--- config.mk ---
export PLATFORM = sky130hd
export DESIGN_NAME = modular_exponentiation
export DESIGN_NICKNAME = d
export VERILOG_FILES = /design/src/hw/rtl/modexp_pkg.sv /design/src/hw/rtl/modexp_mulmod.sv /design/src/hw/rtl/modexp_reduce.sv /design/src/hw/rtl/modular_exponentiation.sv
export SDC_FILE = /design/constraint.sdc
export NUM_CORES = 1
export LEC_CHECK = 0
export CAP_MARGIN = 20
export CORE_UTILIZATION = 55
export DETAILED_ROUTE_END_ITERATION = 12
export DONT_BUFFER_PORTS = 1
export GPL_TIMING_DRIVEN = 0
export PLACE_DENSITY = 0.73
export SLEW_MARGIN = 10
export SYNTH_ARGS = -nofsm -noshare
export SYNTH_HDL_FRONTEND = slang
export SYNTH_HIERARCHICAL = 1
export SYNTH_SLANG_ARGS = --single-unit
--- constraint.sdc ---
create_clock -name clk_i -period 6.7 [get_ports clk_i]
set_input_delay 1.34 -clock clk_i [delete_from_list [all_inputs] [get_ports clk_i]]
set_output_delay 1.34 -clock clk_i [all_outputs]
set_load 0.02 [all_outputs]
--- src/hw/rtl/modexp_pkg.sv ---
`timescale 1ns / 1ps
`default_nettype none
// ----------------------------------------------------------------------------
// Modular exponentiation package
// Shared widths, register indexes and payload types.
// ----------------------------------------------------------------------------
package modexp_pkg;

  localparam int unsigned ModBits  = 31;
  localparam int unsigned CntBits  = $clog2(ModBits + 1);
  localparam int unsigned AddrBits = 3;

  localparam logic [AddrBits-1:0] RegModulus  = 3'd0;
  localparam logic [AddrBits-1:0] RegExponent = 3'd4;

  typedef logic [ModBits-1:0] word_t;

  typedef struct packed {
    word_t base;
    logic  last_item;
  } in_item_t;

  typedef struct packed {
    word_t power_result;
    logic  last_result;
  } out_item_t;

  // Control between sequencer and the modular multiplier or base reducer.
  typedef struct packed {
    logic start;
  } mul_req_t;

  typedef struct packed {
    logic done;
  } mul_rsp_t;

endpackage
`default_nettype wire

--- src/hw/rtl/modexp_mulmod.sv ---
`timescale 1ns / 1ps
`default_nettype none
// ----------------------------------------------------------------------------
// Modular multiplier
// Bit-serial interleaved multiply: one multiplier bit per cycle, MSB first.
// Operands must be below the modulus; modulus must be nonzero.
// ----------------------------------------------------------------------------
module modexp_mulmod (
  input  wire                      clk_i,
  input  wire                      rst_ni,
  input  wire modexp_pkg::mul_req_t req_i,
  input  wire modexp_pkg::word_t   a_i,
  input  wire modexp_pkg::word_t   b_i,
  input  wire modexp_pkg::word_t   m_i,
  output modexp_pkg::mul_rsp_t     rsp_o,
  output modexp_pkg::word_t        p_o
);

  logic                           busy_q, busy_d;
  logic [modexp_pkg::CntBits-1:0] cnt_q, cnt_d;
  modexp_pkg::word_t              acc_q, acc_d, a_q, a_d, b_q, b_d;
  logic                           done_q, done_d;

  logic [modexp_pkg::ModBits:0] dbl, dbl_r, sum;
  modexp_pkg::word_t            dbl_red;

  always_comb begin
    dbl     = {acc_q, 1'b0};
    dbl_r   = dbl - {1'b0, m_i};
    dbl_red = (dbl >= {1'b0, m_i}) ? dbl_r[modexp_pkg::ModBits-1:0]
                                   : dbl[modexp_pkg::ModBits-1:0];
    sum     = {1'b0, dbl_red} + {1'b0, a_q};
    if (b_q[modexp_pkg::ModBits-1]) begin
      if (sum >= {1'b0, m_i}) begin
        sum = sum - {1'b0, m_i};
      end
    end else begin
      sum = {1'b0, dbl_red};
    end
  end

  always_comb begin
    busy_d = busy_q;
    cnt_d  = cnt_q;
    acc_d  = acc_q;
    a_d    = a_q;
    b_d    = b_q;
    done_d = 1'b0;
    if (req_i.start) begin
      busy_d = 1'b1;
      cnt_d  = '0;
      acc_d  = '0;
      a_d    = a_i;
      b_d    = b_i;
    end else if (busy_q) begin
      acc_d = sum[modexp_pkg::ModBits-1:0];
      b_d   = {b_q[modexp_pkg::ModBits-2:0], 1'b0};
      cnt_d = cnt_q + 1'b1;
      if (cnt_q == modexp_pkg::CntBits'(modexp_pkg::ModBits - 1)) begin
        busy_d = 1'b0;
        done_d = 1'b1;
      end
    end
  end

  always_ff @(posedge clk_i or negedge rst_ni) begin
    if (!rst_ni) begin
      busy_q <= 1'b0;
      done_q <= 1'b0;
      cnt_q  <= '0;
    end else begin
      busy_q <= busy_d;
      done_q <= done_d;
      cnt_q  <= cnt_d;
    end
  end

  always_ff @(posedge clk_i) begin
    acc_q <= acc_d;
    a_q   <= a_d;
    b_q   <= b_d;
  end

  assign rsp_o.done = done_q;
  assign p_o        = acc_q;

endmodule
`default_nettype wire

--- src/hw/rtl/modexp_reduce.sv ---
`timescale 1ns / 1ps
`default_nettype none
// ----------------------------------------------------------------------------
// Base reducer
// Restoring remainder of base by modulus, one quotient bit per cycle.
// ----------------------------------------------------------------------------
module modexp_reduce (
  input  wire                      clk_i,
  input  wire                      rst_ni,
  input  wire modexp_pkg::mul_req_t req_i,
  input  wire modexp_pkg::word_t   x_i,
  input  wire modexp_pkg::word_t   m_i,
  output modexp_pkg::mul_rsp_t     rsp_o,
  output modexp_pkg::word_t        r_o
);

  logic                           busy_q, busy_d, done_q, done_d;
  logic [modexp_pkg::CntBits-1:0] cnt_q, cnt_d;
  modexp_pkg::word_t              rem_q, rem_d, x_q, x_d;
  logic [modexp_pkg::ModBits:0]   sh;

  always_comb begin
    sh     = {rem_q, x_q[modexp_pkg::ModBits-1]};
    busy_d = busy_q;
    cnt_d  = cnt_q;
    rem_d  = rem_q;
    x_d    = x_q;
    done_d = 1'b0;
    if (req_i.start) begin
      busy_d = 1'b1;
      cnt_d  = '0;
      rem_d  = '0;
      x_d    = x_i;
    end else if (busy_q) begin
      rem_d = (sh >= {1'b0, m_i}) ? modexp_pkg::ModBits'(sh - {1'b0, m_i})
                                  : sh[modexp_pkg::ModBits-1:0];
      x_d   = {x_q[modexp_pkg::ModBits-2:0], 1'b0};
      cnt_d = cnt_q + 1'b1;
      if (cnt_q == modexp_pkg::CntBits'(modexp_pkg::ModBits - 1)) begin
        busy_d = 1'b0;
        done_d = 1'b1;
      end
    end
  end

  always_ff @(posedge clk_i or negedge rst_ni) begin
    if (!rst_ni) begin
      busy_q <= 1'b0;
      done_q <= 1'b0;
      cnt_q  <= '0;
    end else begin
      busy_q <= busy_d;
      done_q <= done_d;
      cnt_q  <= cnt_d;
    end
  end

  always_ff @(posedge clk_i) begin
    rem_q <= rem_d;
    x_q   <= x_d;
  end

  assign rsp_o.done = done_q;
  assign r_o        = rem_q;

endmodule
`default_nettype wire

--- src/hw/rtl/modular_exponentiation.sv ---
`timescale 1ns / 1ps
`default_nettype none
// ----------------------------------------------------------------------------
// Modular exponentiation
// base ** exponent mod modulus, right-to-left square and multiply.
// ----------------------------------------------------------------------------
// Sequence: base reduction, then per exponent bit an issue step, a modular
//   multiply on a set bit and a square; for modulus zero the result goes to the
//   output without reduction or multiplies. A stalled output delays the result.
// Flow: one transaction at a time; the next input is taken the cycle after the
//   result register is loaded.
// Reset: modulus 2, exponent 1, datapath idle, no result pending.
module modular_exponentiation (
  input  wire                          clk_i,
  input  wire                          rst_ni,
  input  wire                          in_valid_i,
  output logic                         in_stall_o,
  input  wire modexp_pkg::in_item_t    in_data_i,
  output logic                         out_valid_o,
  input  wire                          out_stall_i,
  output modexp_pkg::out_item_t        out_data_o,
  input  wire                          psel,
  input  wire                          penable,
  input  wire                          pwrite,
  input  wire [modexp_pkg::AddrBits-1:0] paddr,
  input  wire [31:0]                   pwdata,
  output logic [31:0]                  prdata,
  output logic                         pready
);

  // Sequencer states.
  localparam logic [2:0] StIdle = 3'd0;
  localparam logic [2:0] StRed  = 3'd1;
  localparam logic [2:0] StMul  = 3'd2;
  localparam logic [2:0] StSq   = 3'd3;
  localparam logic [2:0] StNext = 3'd4;
  localparam logic [2:0] StOut  = 3'd5;

  logic [2:0]                     state_q, state_d;
  modexp_pkg::word_t              mod_q, exp_q;
  modexp_pkg::word_t              res_q, res_d, sq_q, sq_d, e_q, e_d;
  logic [modexp_pkg::CntBits-1:0] bit_q, bit_d;
  logic                           last_q, last_d;
  logic                           ovalid_q, ovalid_d;
  modexp_pkg::out_item_t          odata_q, odata_d;

  modexp_pkg::mul_req_t red_req, mul_req;
  modexp_pkg::mul_rsp_t red_rsp, mul_rsp;
  modexp_pkg::word_t    red_r, mul_a, mul_b, mul_p;
  logic                 in_acc, mod_zero, mod_one;

  // Configuration writes land in the access phase.
  assign pready = 1'b1;
  always_ff @(posedge clk_i or negedge rst_ni) begin
    if (!rst_ni) begin
      mod_q <= modexp_pkg::ModBits'(2);
      exp_q <= modexp_pkg::ModBits'(1);
    end else if (psel && penable && pwrite) begin
      case (paddr)
        modexp_pkg::RegModulus:  mod_q <= pwdata[modexp_pkg::ModBits-1:0];
        modexp_pkg::RegExponent: exp_q <= pwdata[modexp_pkg::ModBits-1:0];
        default: ;
      endcase
    end
  end

  always_comb begin
    case (paddr)
      modexp_pkg::RegModulus:  prdata = {1'b0, mod_q};
      modexp_pkg::RegExponent: prdata = {1'b0, exp_q};
      default:                 prdata = '0;
    endcase
  end

  assign mod_zero = (mod_q == '0);
  assign mod_one  = (mod_q == modexp_pkg::ModBits'(1));

  // Accept only while idle; a new result waits in StOut until the result register frees.
  assign in_stall_o = (state_q != StIdle);
  assign in_acc     = in_valid_i && !in_stall_o;

  assign red_req.start = in_acc && !mod_zero;
  assign mul_a = res_q;
  assign mul_b = sq_q;

  modexp_reduce u_reduce (
    .clk_i (clk_i),
    .rst_ni(rst_ni),
    .req_i (red_req),
    .x_i   (in_data_i.base),
    .m_i   (mod_q),
    .rsp_o (red_rsp),
    .r_o   (red_r)
  );

  modexp_mulmod u_mul (
    .clk_i (clk_i),
    .rst_ni(rst_ni),
    .req_i (mul_req),
    .a_i   ((state_q == StSq || state_d == StSq) ? sq_q : mul_a),
    .b_i   (mul_b),
    .m_i   (mod_q),
    .rsp_o (mul_rsp),
    .p_o   (mul_p)
  );

  always_comb begin
    state_d       = state_q;
    res_d         = res_q;
    sq_d          = sq_q;
    e_d           = e_q;
    bit_d         = bit_q;
    last_d        = last_q;
    ovalid_d      = ovalid_q;
    odata_d       = odata_q;
    mul_req.start = 1'b0;
    // Drop the result once taken.
    if (ovalid_q && !out_stall_i) begin
      ovalid_d = 1'b0;
    end
    case (state_q)
      StIdle: begin
        if (in_acc) begin
          last_d = in_data_i.last_item;
          e_d    = exp_q;
          bit_d  = '0;
          res_d  = mod_one ? '0 : modexp_pkg::ModBits'(1);
          if (mod_zero) begin
            res_d   = '0;
            state_d = StOut;
          end else begin
            state_d = StRed;
          end
        end
      end
      StRed: begin
        if (red_rsp.done) begin
          sq_d    = red_r;
          state_d = StNext;
        end
      end
      StNext: begin
        // After the last exponent bit go to output; otherwise multiply on a set bit, else square.
        if (bit_q == modexp_pkg::CntBits'(modexp_pkg::ModBits)) begin
          state_d = StOut;
        end else if (e_q[0]) begin
          mul_req.start = 1'b1;
          state_d       = StMul;
        end else begin
          mul_req.start = 1'b1;
          state_d       = StSq;
        end
      end
      StMul: begin
        if (mul_rsp.done) begin
          res_d         = mul_p;
          mul_req.start = 1'b1;
          state_d       = StSq;
        end
      end
      StSq: begin
        if (mul_rsp.done) begin
          sq_d    = mul_p;
          e_d     = e_q >> 1;
          bit_d   = bit_q + 1'b1;
          state_d = StNext;
        end
      end
      StOut: begin
        if (!ovalid_d) begin
          ovalid_d                  = 1'b1;
          odata_d.power_result      = res_q;
          odata_d.last_result       = last_q;
          state_d                   = StIdle;
        end
      end
      default: state_d = StIdle;
    endcase
  end

  always_ff @(posedge clk_i or negedge rst_ni) begin
    if (!rst_ni) begin
      state_q  <= StIdle;
      ovalid_q <= 1'b0;
      bit_q    <= '0;
    end else begin
      state_q  <= state_d;
      ovalid_q <= ovalid_d;
      bit_q    <= bit_d;
    end
  end

  always_ff @(posedge clk_i) begin
    res_q   <= res_d;
    sq_q    <= sq_d;
    e_q     <= e_d;
    last_q  <= last_d;
    odata_q <= odata_d;
  end

  assign out_valid_o = ovalid_q;
  assign out_data_o  = odata_q;

endmodule
`default_nettype wire

After elaboration in Yosys (flattened, before gate mapping):

Index checks and enable logic that the tools add are counted.

* equal/unequal tests: 15
* multipliers: 0
* bitwise logic cells: 1
* div/mod/pow operators: 0
* reductions and logical operators: 25
* $add $sub $neg: 7
* shift operators: 0
* order comparisons: 3
* muxes and demuxes: 53

Operators by type and width (number)
* $mux 31: 14
* $pmux 31 s2: 4
* $ge 32x31->1: 3
* $sub 31x31->31: 3
* $add 31x31->32: 1
* $eq 31x1->1 const B: 1
* $logic_not 31->1: 1
* $mux 5: 6
* $mux 3: 7
* $mux 1: 19
* $pmux 3 s6: 1
* $add 5x1->5 const B: 3
* $eq 5x5->1 const B: 3
* $pmux 5 s2: 1
* $reduce_bool 2->1: 5
* $eq 3x2->1 const B: 3
* $eq 3x3->1 const B: 3
* $reduce_and 3->1: 3
* $reduce_and 2->1: 4
* $logic_not 3->1: 2
* $ne 2x1->1 const B: 3
* $logic_and 1x1->1: 5
* $eq 3x1->1 const B: 1
* $logic_not 1->1: 3
* other kinds (5): 5

* latch bits: 0
* memory bits (read-only): 0
* bits of input ports: 74
* word-level logic and storage cells: 126
* bits in writable memories: 0
* memories: 0
* output and inout port bits: 67
* flip-flop bits (word level): 366

Longest topological paths before layout:

Gate-level depths: netlist of the first run.

* depth after elaboration: 8
* gate-level depth with buffers: 35
* gate-level depth less buffers: 29

Hierarchy:

The synthesis of the first run kept the hierarchy.

By module, submodules not included
* modexp_mulmod: times used 1, cells each 1142, sequential area each 2657.5 sq um, area each 9833.2 sq um
* modular_exponentiation: times used 1, cells each 796, sequential area each 5562.8 sq um, area each 9427.8 sq um
* modexp_reduce: times used 1, cells each 501, sequential area each 1726.7 sq um, area each 4644.5 sq um

Worst setup path after synthesis of the first run:

No wires, ideal clock.

* path kind: reg2reg
* start point: register mod_q[1]
* end point: register u_mul.acc_q[21] (netlist: u_mul/p_o[21])
* data arrival time: 7.068 ns
* setup slack: -0.490 ns
* cell stages (with the launch flop): 34
* library setup time: 0.122 ns
* buffers on the path: 4
* data required time: 6.578 ns
* clock period less this slack: 7.190 ns
* path through: dfstp_2 inv_1 fa_1 a211oi_2 nor2_1 o21ai_2 a211oi_2 o211a_4 or2_1 buf_6 buf_6 buf_2 and2_1 ha_1 inv_1 fa_1 nand2b_1 a21oi_1 o2111a_1 a211o_1 a31oi_1 nand4b_1 nand3_1 ha_1 and3_2 nand2_1 or4_4 a2111oi_2 a211oi_1 and2_4 buf_6 nand2_4 mux2_2 a221o_1

* word-level cells in the longest chain between the ends: 6
* elaborated cells between the ends (all ways): 8
* those cells by class: add/sub (3); order compare (2); mux (3)

Ends and longest elaborated chain
* from (decl): line modular_exponentiation.sv:40 `modexp_pkg::word_t mod_q, exp_q;`
* from (signal assigned): line modular_exponentiation.sv:56 `mod_q <= modexp_pkg::ModBits'(2);`
* from (signal assigned): line modular_exponentiation.sv:60 `modexp_pkg::RegModulus: mod_q <= pwdata[modexp_pkg::ModBits-1:0];`
* $sub 31x31->31 / $ge 32x31->1 (equally long branches): line modexp_mulmod.sv:29, modexp_mulmod.sv:30
* $mux 31: line modexp_mulmod.sv:30 `dbl_red = (dbl >= {1'b0, m_i}) ? dbl_r[modexp_pkg::ModBits-1:0]`
* $add 31x31->32: line modexp_mulmod.sv:32 `sum = {1'b0, dbl_red} + {1'b0, a_q};`
* $sub 31x31->31 / $ge 32x31->1 (equally long branches): line modexp_mulmod.sv:35, modexp_mulmod.sv:34
* $mux 31: line modexp_mulmod.sv:34 `if (sum >= {1'b0, m_i}) begin`
* $mux 31 *: line modexp_mulmod.sv:33 `if (b_q[modexp_pkg::ModBits-1]) begin`
* to (signal assigned): line modexp_mulmod.sv:79 `acc_q <= acc_d;`
* to (decl): line modexp_mulmod.sv:21 `modexp_pkg::word_t acc_q, acc_d, a_q, a_d, b_q, b_d;`

Every way passes the cells marked *; elsewhere a longest branch is shown, timed or not.
A chain may end at the register's enable or synchronous reset.

Worst setup path after layout of the first run:

* start point: register mod_q[19]
* end point: register u_mul.acc_q[21] (netlist: u_mul/p_o[21])

Same word-level chain as after synthesis.

==> results.tsv, run 1 <==
stage	metric	value	unit
sta	tightestPinTransition	1.15	ns
sta	max_slew_margin	23.7	%
finish	antenna_cells	0	
finish	drive_above_1_share	22.1	%
synthesis	ys_warn_count	6	
floorplanning	io-pin-count	141	
global_route	antenna_found_initial	1	
clock_tree	numClockSinks	366	
detailed_routing	drtPass1Iterations	10	
detailed_routing	routed_wl	79.3	mm
finish	layoutNonFillerInstCount	3204	
placement	port_buffers	0	
sta	rsz0062_at_grt	true	
placement	hpwlAfterDp	57.8	mm
critical_path	cpMostUsedCell	a21oi_2	
global_route	grt_pass1_vias	19900	
sta	max_freq	0.140	GHz
finish	area_delta_synth_final	18.0	%
synthesis	yosysMostFrequentCell	nand2_1	
sta	final_hold_viol_count	0	
sta	period_needed	7.15	ns
clock_tree	numCtsBuffers	40	
outcome	outcome	finished, violations left	
clock_tree	cts_max_path_buffers	3	
sta	report.final.slew_viol_count	0	
floorplanning	die_h	210	um
critical_path	max_stage_delay	0.44	ns
job	drv_cap	0	
clock_tree	path_clk_slew	0.06	ns
synthesis	synthTopCellsByCount	nand2_1 (338), edfxtp_1 (219), a21oi_1 (144)	
finish	final_nets	2797	
synthesis	synth_top_area_share	27.5	%
finish	fin_area	0.0282	mm2
sta	skew	0.0194	ns
placement	place.gp.congestion	1.05	
outcome	violations	design-rule violations, negative setup slack	
global_route	grt_max_degree	86	
sta	period_share	107	%
synthesis	synthFlopType	edfxtp_1	
critical_path	slowest_stage	or4_4	
detailed_routing	drtIter0Drc	2316	
critical_path	start_kind	register	
synthesis	yosysUniqueCellTypes	100	
detailed_routing	wire_per_inst	24.8	um
clock_tree	clk_latency	0.57	ns
critical_path	crit_required	7.16	ns
critical_path	cp-end-kind	register	
clock_tree	ctsHoldBuffers	0	
detailed_routing	ant_nets	0	
clock_tree	htree_levels	2	
synthesis	synthTopCellsByArea	edfxtp_1 (28%), dfrtp_1 (8.7%), ha_1 (6.8%), nand2_1 (5.3%), dfxtp_1 (5.2%)	
clock_tree	cts_tree	built	
global_route	grt_pass1_wl	117	mm
sta	finalWorstSetupSlack	-0.451	ns
detailed_routing	viasPerCell	6.39	
critical_path	crit_type	register to register	
synthesis	ys_ff_latch	366	
placement	placed_cells	3035	
synthesis	syn_area_per_cell	9.80	um2
floorplanning	die_x	210	um
clock_tree	cts-root-buf	clkbuf_16	
synthesis	yosys.area.top_type	edfxtp_1	
detailed_routing	drc	1	
synthesis	synth_cells	2439	
floorplanning	rows	76	
placement	post_dp_cell_area	0.0250	mm2
synthesis	synth_edf_count	219	
sta	setup_viol	31	
synthesis	syn_area	0.0239	mm2
synthesis	synthArstFlopShare	23.2	%
critical_path	crit_arrival	7.61	ns
floorplanning	start_util	55.6	%
synthesis	syn_nets	2647	
global_route	gr-total-overflow	0	
global_route	gr-usage-all-layers	35.0	%
floorplanning	die_area	0.0443	mm2
detailed_routing	vias	20500	
worst_hold_path	hold_path.class	register to register	
critical_path	path_max_fanout	7	
synthesis	seq_area_frac_synth	41.6	%
floorplanning	coreArea	0.0430	mm2
## what timing repair did
action	in CTS	in global routing
cloned	0	3
setup buffers	70	32
gates resized for setup	148	92
setup endpoints to repair	31	31
pin swaps	48	68
## cell type report
cell class,instances,area [um2]
fillers,3429,14800
multi-input cells,1835,13900
flip-flops and latches,366,9980
clock buffers,52,1120
repair buffers,116,1090
plain buffers,120,743
well taps,585,732
inverters,110,429
clock inverters,20,171
## metrics by stage
step / setup slack, ns / hold WS [ns] / util [%] / TNS (ns)
detailed placement: -2.06 / 0.407 / 58.1 / -54.68
CTS: -0.292 / 0.422 / 63.8 / -4.96
finish: -0.451 / 0.422 / 65.6 / -9.92
global placement: -2.05 / 0.402 / 57.6 / -54.75
floorplan: 0.0185 / 0.400 / - / 0
global route: -0.566 / 0.438 / 65.6 / -13.75
## metal layers
metal  GRT usage (%)  up-vias  routed length [um]
met3            8.83      242                7440
met2            55.1     1035               36000
met4            18.8        2                4610
met1            44.4     9952               31200
met5               0        -                  13
li1                -     9249                   -
## worst paths after layout
| path | slack (ns) | end | start | depth (start not counted) |
|---|---|---|---|---|
| worst max-delay path | -0.45 | u_mul/p_o[21] | mod_q[19] | 30 |
| worst min-delay path | 0.42 | out_data_o[0] | last_q | 0 |
| worst max register to register | -0.45 | u_mul/p_o[21] | mod_q[19] | 30 |
| worst min register to register | 0.42 | out_data_o[0] | last_q | 0 |
| max in group asynchronous | 5.96 | mod_q[1] | rst_ni | 0 |
| min in group asynchronous | 0.47 | u_mul/busy_q | rst_ni | 0 |
## cells by family (layout without fill, tap and decap cells)
logic type	count (synthesis)	in the layout	share of synthesized area, %
compound gates	662	662	19.6
xor+xnor	104	104	3.81
fa+ha+maj	134	134	7.14
buf+inv	238	418	4.57
flops	366	366	41.6
mux	164	164	7.76
other cells	2	2	0.0314
simple gates	769	769	15.5
## placed cells by master, fill, tap and decap left out, types with 35 or more instances in the layout
master and instances:
o21ai_0 80, clkbuf_1 60, buf_4 106, mux2_1 62, ha_1 99, a21o_1 55, clkbuf_16 44, xnor2_1 57
nand2_1 334, nor2_1 119, edfxtp_1 219, a22o_1 35, mux2_2 66, dfxtp_1 58, a22oi_1 37, nand3_1 38
a21oi_1 113, dfrtp_1 60, and2_1 74, xor2_1 38, o211ai_1 52, inv_1 100
## sequential cells by signal, summed over array words and instances (netlist names)
name	count
out_data_o	32
e_q	31
exp_q	31
mod_q	31
mul_a	31
mul_b	31
u_mul/a_q	31
u_mul/b_q	31
u_mul/p_o	31
u_reduce/r_o	31
u_reduce/x_q	31
bit_q	5
u_mul/cnt_q	5
u_reduce/cnt_q	5
state_q	3
last_q	1
out_valid_o	1
u_mul/busy_q	1
u_mul/rsp_o	1
u_reduce/busy_q	1
u_reduce/rsp_o	1
## worst max-delay path: cells and delay by family, from the launching register on
kind / cells / cell delay, ns
AOI/OAI and AO/OA: 14 / 2.97
DFF: 1 / 0.42
and+or+nand+nor: 6 / 1.26
xor gates and xnor gates: 1 / 0.16
adders and majority gates: 3 / 0.88
muxes: 2 / 0.67
buffers and inverters: 4 / 0.67
Power of run 1 is not shown: default switching activity piles up to over one toggle a cycle in this logic, so the estimate is an artifact.
==> run 2, diff against run 1 <==
- PLACE_DENSITY: 0.73 -> 0.7
- clock period: 6.7 -> 7.5 ns (I/O delays scaled with it)
==> run 2 against run 1 <==
The flow now finishes without violations. Utilization decreased by 2.0 points. Cell area shrank 3.1%. Clock skew increased by 0.015 ns. Die area unchanged. Non-clock buffer count shrank 57. Global-route usage barely moved. First-iteration DRC count fell by 19%. Worst hold slack improved by 0.016 ns. Register-to-register slack improved by 0.57 ns. Wire length shrank 0.53%. Critical path depth unchanged.
==> results.tsv, run 2 (synthesized netlist as in run 1, its figures left out) <==
stage	metric	value	unit	change
floorplanning	coreArea	0.0430	mm2	unchanged
clock_tree	ctsHoldBuffers	0		unchanged
detailed_routing	vias	20000		-2.5%
finish	area_delta_synth_final	14.3	%	
placement	place.gp.congestion	0.982		-6.2%
critical_path	crit_type	register to register		
global_route	grt_pass1_wl	116	mm	-1.5%
placement	placed_cells	3035		unchanged
global_route	gr-usage-all-layers	35.0	%	about the same
detailed_routing	drtPass1Iterations	6		-4
finish	layoutNonFillerInstCount	3150		-1.7%
sta	max_freq	0.135	GHz	-3.2%
floorplanning	die_h	210	um	unchanged
placement	port_buffers	0		unchanged
detailed_routing	routed_wl	78.9	mm	-0.53%
sta	final_hold_viol_count	0		unchanged
critical_path	max_stage_delay	0.60	ns	+0.16 ns
floorplanning	die_area	0.0443	mm2	unchanged
floorplanning	start_util	55.6	%	unchanged
sta	setup_viol	0		-100%
critical_path	path_max_fanout	10		+3
worst_hold_path	hold_path_depth	0		unchanged
sta	max_slew_margin	48.8	%	+25 points
critical_path	crit_required	7.98	ns	+0.82 ns
sta	period_needed	7.38	ns	+0.234 ns
detailed_routing	wire_per_inst	25.1	um	+1.2%
finish	drive_above_1_share	18.2	%	-3.9 points
worst_hold_path	hold_path.class	register to register		
finish	layout_common_cells	nand2_1 (337), edfxtp_1 (219), a21oi_1 (129)		
critical_path	cp-end-kind	register		
global_route	gr-total-overflow	0		unchanged
sta	period_share	98.5	%	-8.3 points
clock_tree	htree_levels	2		unchanged
detailed_routing	drc	0		-1
floorplanning	die_x	210	um	unchanged
clock_tree	cts_max_path_buffers	3		unchanged
clock_tree	cts-root-buf	clkbuf_16		
critical_path	slowest_stage	dfstp_2		
global_route	grt_max_degree	86		unchanged
finish	largest_reg_flops	32		unchanged
job	drv_cap	0		unchanged
finish	final_common_cell	nand2_1		
critical_path	crit_arrival	7.86	ns	+0.25 ns
clock_tree	numCtsBuffers	41		+2.5%
finish	nFillCells	3627		+5.8%
finish	final_nets	2741		-2.0%
outcome	outcome	finished, final reports clean		
placement	hpwlAfterDp	59.5	mm	+2.9%
clock_tree	cts_tree	built		
floorplanning	rows	76		unchanged
floorplanning	io-pin-count	141		unchanged
clock_tree	clk_latency	0.59	ns	+0.02 ns
sta	tightestPinTransition	0.767	ns	-0.378 ns
critical_path	start_kind	register		
clock_tree	path_clk_slew	0.06	ns	about the same
global_route	grt_pass1_vias	19000		-4.3%
detailed_routing	ant_nets	0		unchanged
critical_path	r2r_cells	30		unchanged
detailed_routing	viasPerCell	6.34		-0.83%
clock_tree	numClockSinks	366		unchanged
sta	skew	0.0342	ns	+0.0148 ns
finish	post-route-util	63.6	%	-2.0 points
detailed_routing	drtIter0Drc	1885		-19%
global_route	antenna_found_initial	0		-1
finish	antenna_cells	0		unchanged
sta	report.final.slew_viol_count	0		unchanged
==> run 2: cell types whose count changed in the layout (fill, tap and decap cells not counted), moves of 5 or more <==
cell,before,now
a211oi_1,25,36
a211oi_2,20,8
a21oi_1,113,129
a21oi_2,23,18
a21oi_4,13,2
buf_12,6,1
buf_4,106,66
buf_6,21,16
ha_1,99,104
o21ai_0,80,86
==> run 2: path summary, 6_finish.rpt <==
| kind | startpoint | end | slack (ns) |
|---|---|---|---|
| min in group asynchronous | rst_ni | u_mul/busy_q | 0.61 |
| worst max register to register | mod_q[1] | u_mul/p_o[21] | 0.12 |
| worst min register to register | mul_a[24] | out_data_o[25] | 0.44 |
| worst max-delay path | mod_q[1] | u_mul/p_o[21] | 0.12 |
| worst min-delay path | mul_a[24] | out_data_o[25] | 0.44 |
| max in group asynchronous | rst_ni | mod_q[1] | 6.58 |
==> run 2: critical path, delay by kind of cell (launching register included) <==
family                     cells  cell delay (ns)
AOI/OAI and AO/OA             11             2.35
and+or+nand+nor               10             1.91
adders and majority gates      3             1.18
muxes                          2             0.68
DFF                            1             0.60
buffers and inverters          4             0.52
==> run 2: timing repair <==
action,CTS,global route
pin swaps,14,36
setup buffers,25,26
endpoints found under the setup margin,31,31
resized for setup,105,67
==> run 2: layer usage <==
layer	global-route usage (%)	wire, um	vias up
li1	-	-	9147
met1	46.0	32600	9754
met2	55.2	36200	886
met3	5.99	5720	181
met4	19.5	4430	0
met5	0	0	-
==> run 2: final cells by class <==
| class | count | area [um2] | area share, % |
|---|---|---|---|
| multi-input cells | 1835 | 13500 | 49.5 |
| flip-flops and latches | 366 | 9980 | 36.5 |
| clock inverters | 22 | 298 | 1.09 |
| inverters | 110 | 425 | 1.56 |
| clock buffers | 53 | 1110 | 4.07 |
| well taps | 585 | 732 | 2.68 |
| repair buffers | 62 | 569 | 2.08 |
| plain buffers | 117 | 672 | 2.46 |
==> run 2: through the flow <==
step                      area, um2  setup slack [ns]  hold WS (ns)  TNS (ns)
after floorplan               23900             0.310         0.400         0
after global placement        24600             -1.75         0.403    -46.13
after detailed placement      24900             -1.79         0.426    -47.65
after CTS                     26800          0.000533         0.441         0
after global routing          27300           -0.0702         0.444    -0.468
final                         27300             0.115         0.438         0
Power of run 2 is left out for the same reason.
==> run 3, diff against run 2 <==
- REMOVE_ABC_BUFFERS: unset -> 1
==> run 3 against run 2 <==
Non-clock buffer count is 100 lower. Die area unchanged. Sequential share of layout area grew 0.53 points. Critical path depth stayed put.
==> results.tsv, run 3 (synthesized netlist as in run 1, its figures left out) <==
stage	metric	value	unit	change
outcome	outcome	finished, final reports clean		
job	drv_cap	0		unchanged
floorplanning	die_area	0.0443	mm2	unchanged
sta	max_freq	0.135	GHz	-0.32%
clock_tree	numClockSinks	366		unchanged
floorplanning	coreArea	0.0430	mm2	unchanged
placement	hpwlAfterDp	52.2	mm	-12%
critical_path	r2r_cells	30		unchanged
critical_path	rrSetupSlack	0.09	ns	-0.02 ns
sta	max_slew_margin	27.4	%	-21 points
finish	layout_common_cells	nand2_1 (337), edfxtp_1 (219), a21oi_1 (134)		
detailed_routing	viasPerCell	6.30		-0.65%
finish	nFillCells	3547		-2.2%
detailed_routing	top_layer	met4		
floorplanning	die_h	210	um	unchanged
finish	final_common_cell	nand2_1		
finish	drive_above_1_share	16.4	%	-1.9 points
critical_path	rr_endpoint	u_mul/p_o[21]		
critical_path	endpoint	u_mul/p_o[21]		
clock_tree	numCtsBuffers	41		unchanged
detailed_routing	wire_per_inst	23.2	um	-7.4%
sta	fin_tns_setup	0	ns	unchanged
floorplanning	die_x	210	um	unchanged
sta	setup_viol	0		unchanged
placement	port_buffers	0		unchanged
sta	period_needed	7.41	ns	+0.0239 ns
placement	place.gp.congestion	0.980		-0.17%
sta	finalWorstSetupSlack	0.0914	ns	-0.0239 ns
global_route	grt_pass1_wl	108	mm	-6.3%
placement	post_dp_cell_area	0.0246	mm2	-0.83%
critical_path	crit_type	register to register		
sta	final_hold_viol_count	0		unchanged
worst_hold_path	min_from	mul_a[23]		
floorplanning	start_util	55.6	%	unchanged
critical_path	cpLargestDelayFamily	compound AO/OA/AOI/OAI gates		
finish	final_nets	2641		-3.6%
global_route	antenna_found_initial	1		+1
detailed_routing	drtIter0Drc	1649		-13%
finish	largest_reg_flops	32		unchanged
critical_path	r2r-start	mod_q[1]		
floorplanning	io-pin-count	141		unchanged
sta	period_share	98.8	%	+0.32 points
critical_path	crit_required	7.96	ns	-0.02 ns
global_route	grt_max_degree	86		unchanged
sta	report.final.slew_viol_count	0		unchanged
critical_path	cp-end-kind	register		
detailed_routing	wl_met1	30.9	mm	-5.0%
clock_tree	htree_levels	2		unchanged
critical_path	path_max_fanout	8		-2
global_route	grt_pass1_vias	18900		-0.65%
critical_path	max_stage_delay	0.58	ns	-0.02 ns
clock_tree	clk_latency	0.58	ns	about the same
critical_path	path_buf_inv	4		unchanged
detailed_routing	vias	19200		-3.8%
sta	tightestPinTransition	1.09	ns	+0.321 ns
global_route	gr-total-overflow	0		unchanged
global_route	gr-usage-all-layers	31.7	%	-3.3 points
detailed_routing	ant_nets	0		unchanged
placement	pre_cts_slack	-2.02	ns	-0.239 ns
sta	skew	0.0203	ns	-0.0138 ns
critical_path	crit_start	mod_q[1]		
detailed_routing	wl_met2	31.8	mm	-12%
clock_tree	cts_max_path_buffers	3		unchanged
critical_path	crit_arrival	7.87	ns	about the same
worst_hold_path	hold_path.class	register to register		
floorplanning	rows	76		unchanged
finish	area_delta_synth_final	12.5	%	
clock_tree	cts_tree	built		
detailed_routing	routed_wl	70.8	mm	-10%
critical_path	start_kind	register		
detailed_routing	drc	0		unchanged
critical_path	path_depth	30		unchanged
detailed_routing	drtPass1Iterations	6		unchanged
clock_tree	path_clk_slew	0.06	ns	about the same
finish	fin_area	0.0269	mm2	-1.6%
clock_tree	cts-root-buf	clkbuf_16		
detailed_routing	wl_met3	5.21	mm	-9.0%
critical_path	slowest_stage	dfstp_2		
[run 3: what timing repair did]
item / CTS / global route
pin swaps: 15 / 30
hold buffers: 0 / 0
resized for setup: 62 / 71
hold endpoints to repair: 0 / 0
setup endpoints to repair: 31 / 31
setup buffers: 17 / 25
[run 3: worst min-delay path by stage]
stage                                 to  slack (ns)  cells past startpoint
after floorplan            out_data_o[0]        0.40                      0
after global placement     out_data_o[0]        0.40                      0
after detailed placement   out_data_o[7]        0.43                      0
after CTS                 out_data_o[26]        0.44                      0
after global routing      out_data_o[24]        0.45                      0
final                     out_data_o[24]        0.44                      0
[run 3: final cells by class]
cell class | count | area [um2] | area share [%]
well taps | 585 | 732 | 2.72
repair buffers | 79 | 951 | 3.54
flip-flops and latches | 366 | 9960 | 37.1
inverters | 110 | 415 | 1.54
diodes | 1 | 2.50 | 0.00931
clock buffers | 56 | 1130 | 4.21
multi-input cells | 1835 | 13500 | 50.3
clock inverters | 19 | 155 | 0.577
[run 3: per-layer routing]
| layer | up-vias | track usage, % |
|---|---|---|
| li1 | 8943 | - |
| met1 | 9391 | 42.8 |
| met2 | 749 | 49.9 |
| met3 | 131 | 5.77 |
| met4 | 0 | 14.1 |
| met5 | - | 0 |
[run 3: metrics by stage]
stage          utilization, %  hold slack, ns  instances
2_1_floorplan               -           0.400       2311
3_3_place_gp             55.7           0.401       2896
3_5_place_dp             57.3           0.427       2930
4_1_cts                  61.3           0.443       3022
5_1_grt                  62.6           0.448       3050
6_report                 62.6           0.436       3051
Power of run 3 is left out for the same reason.
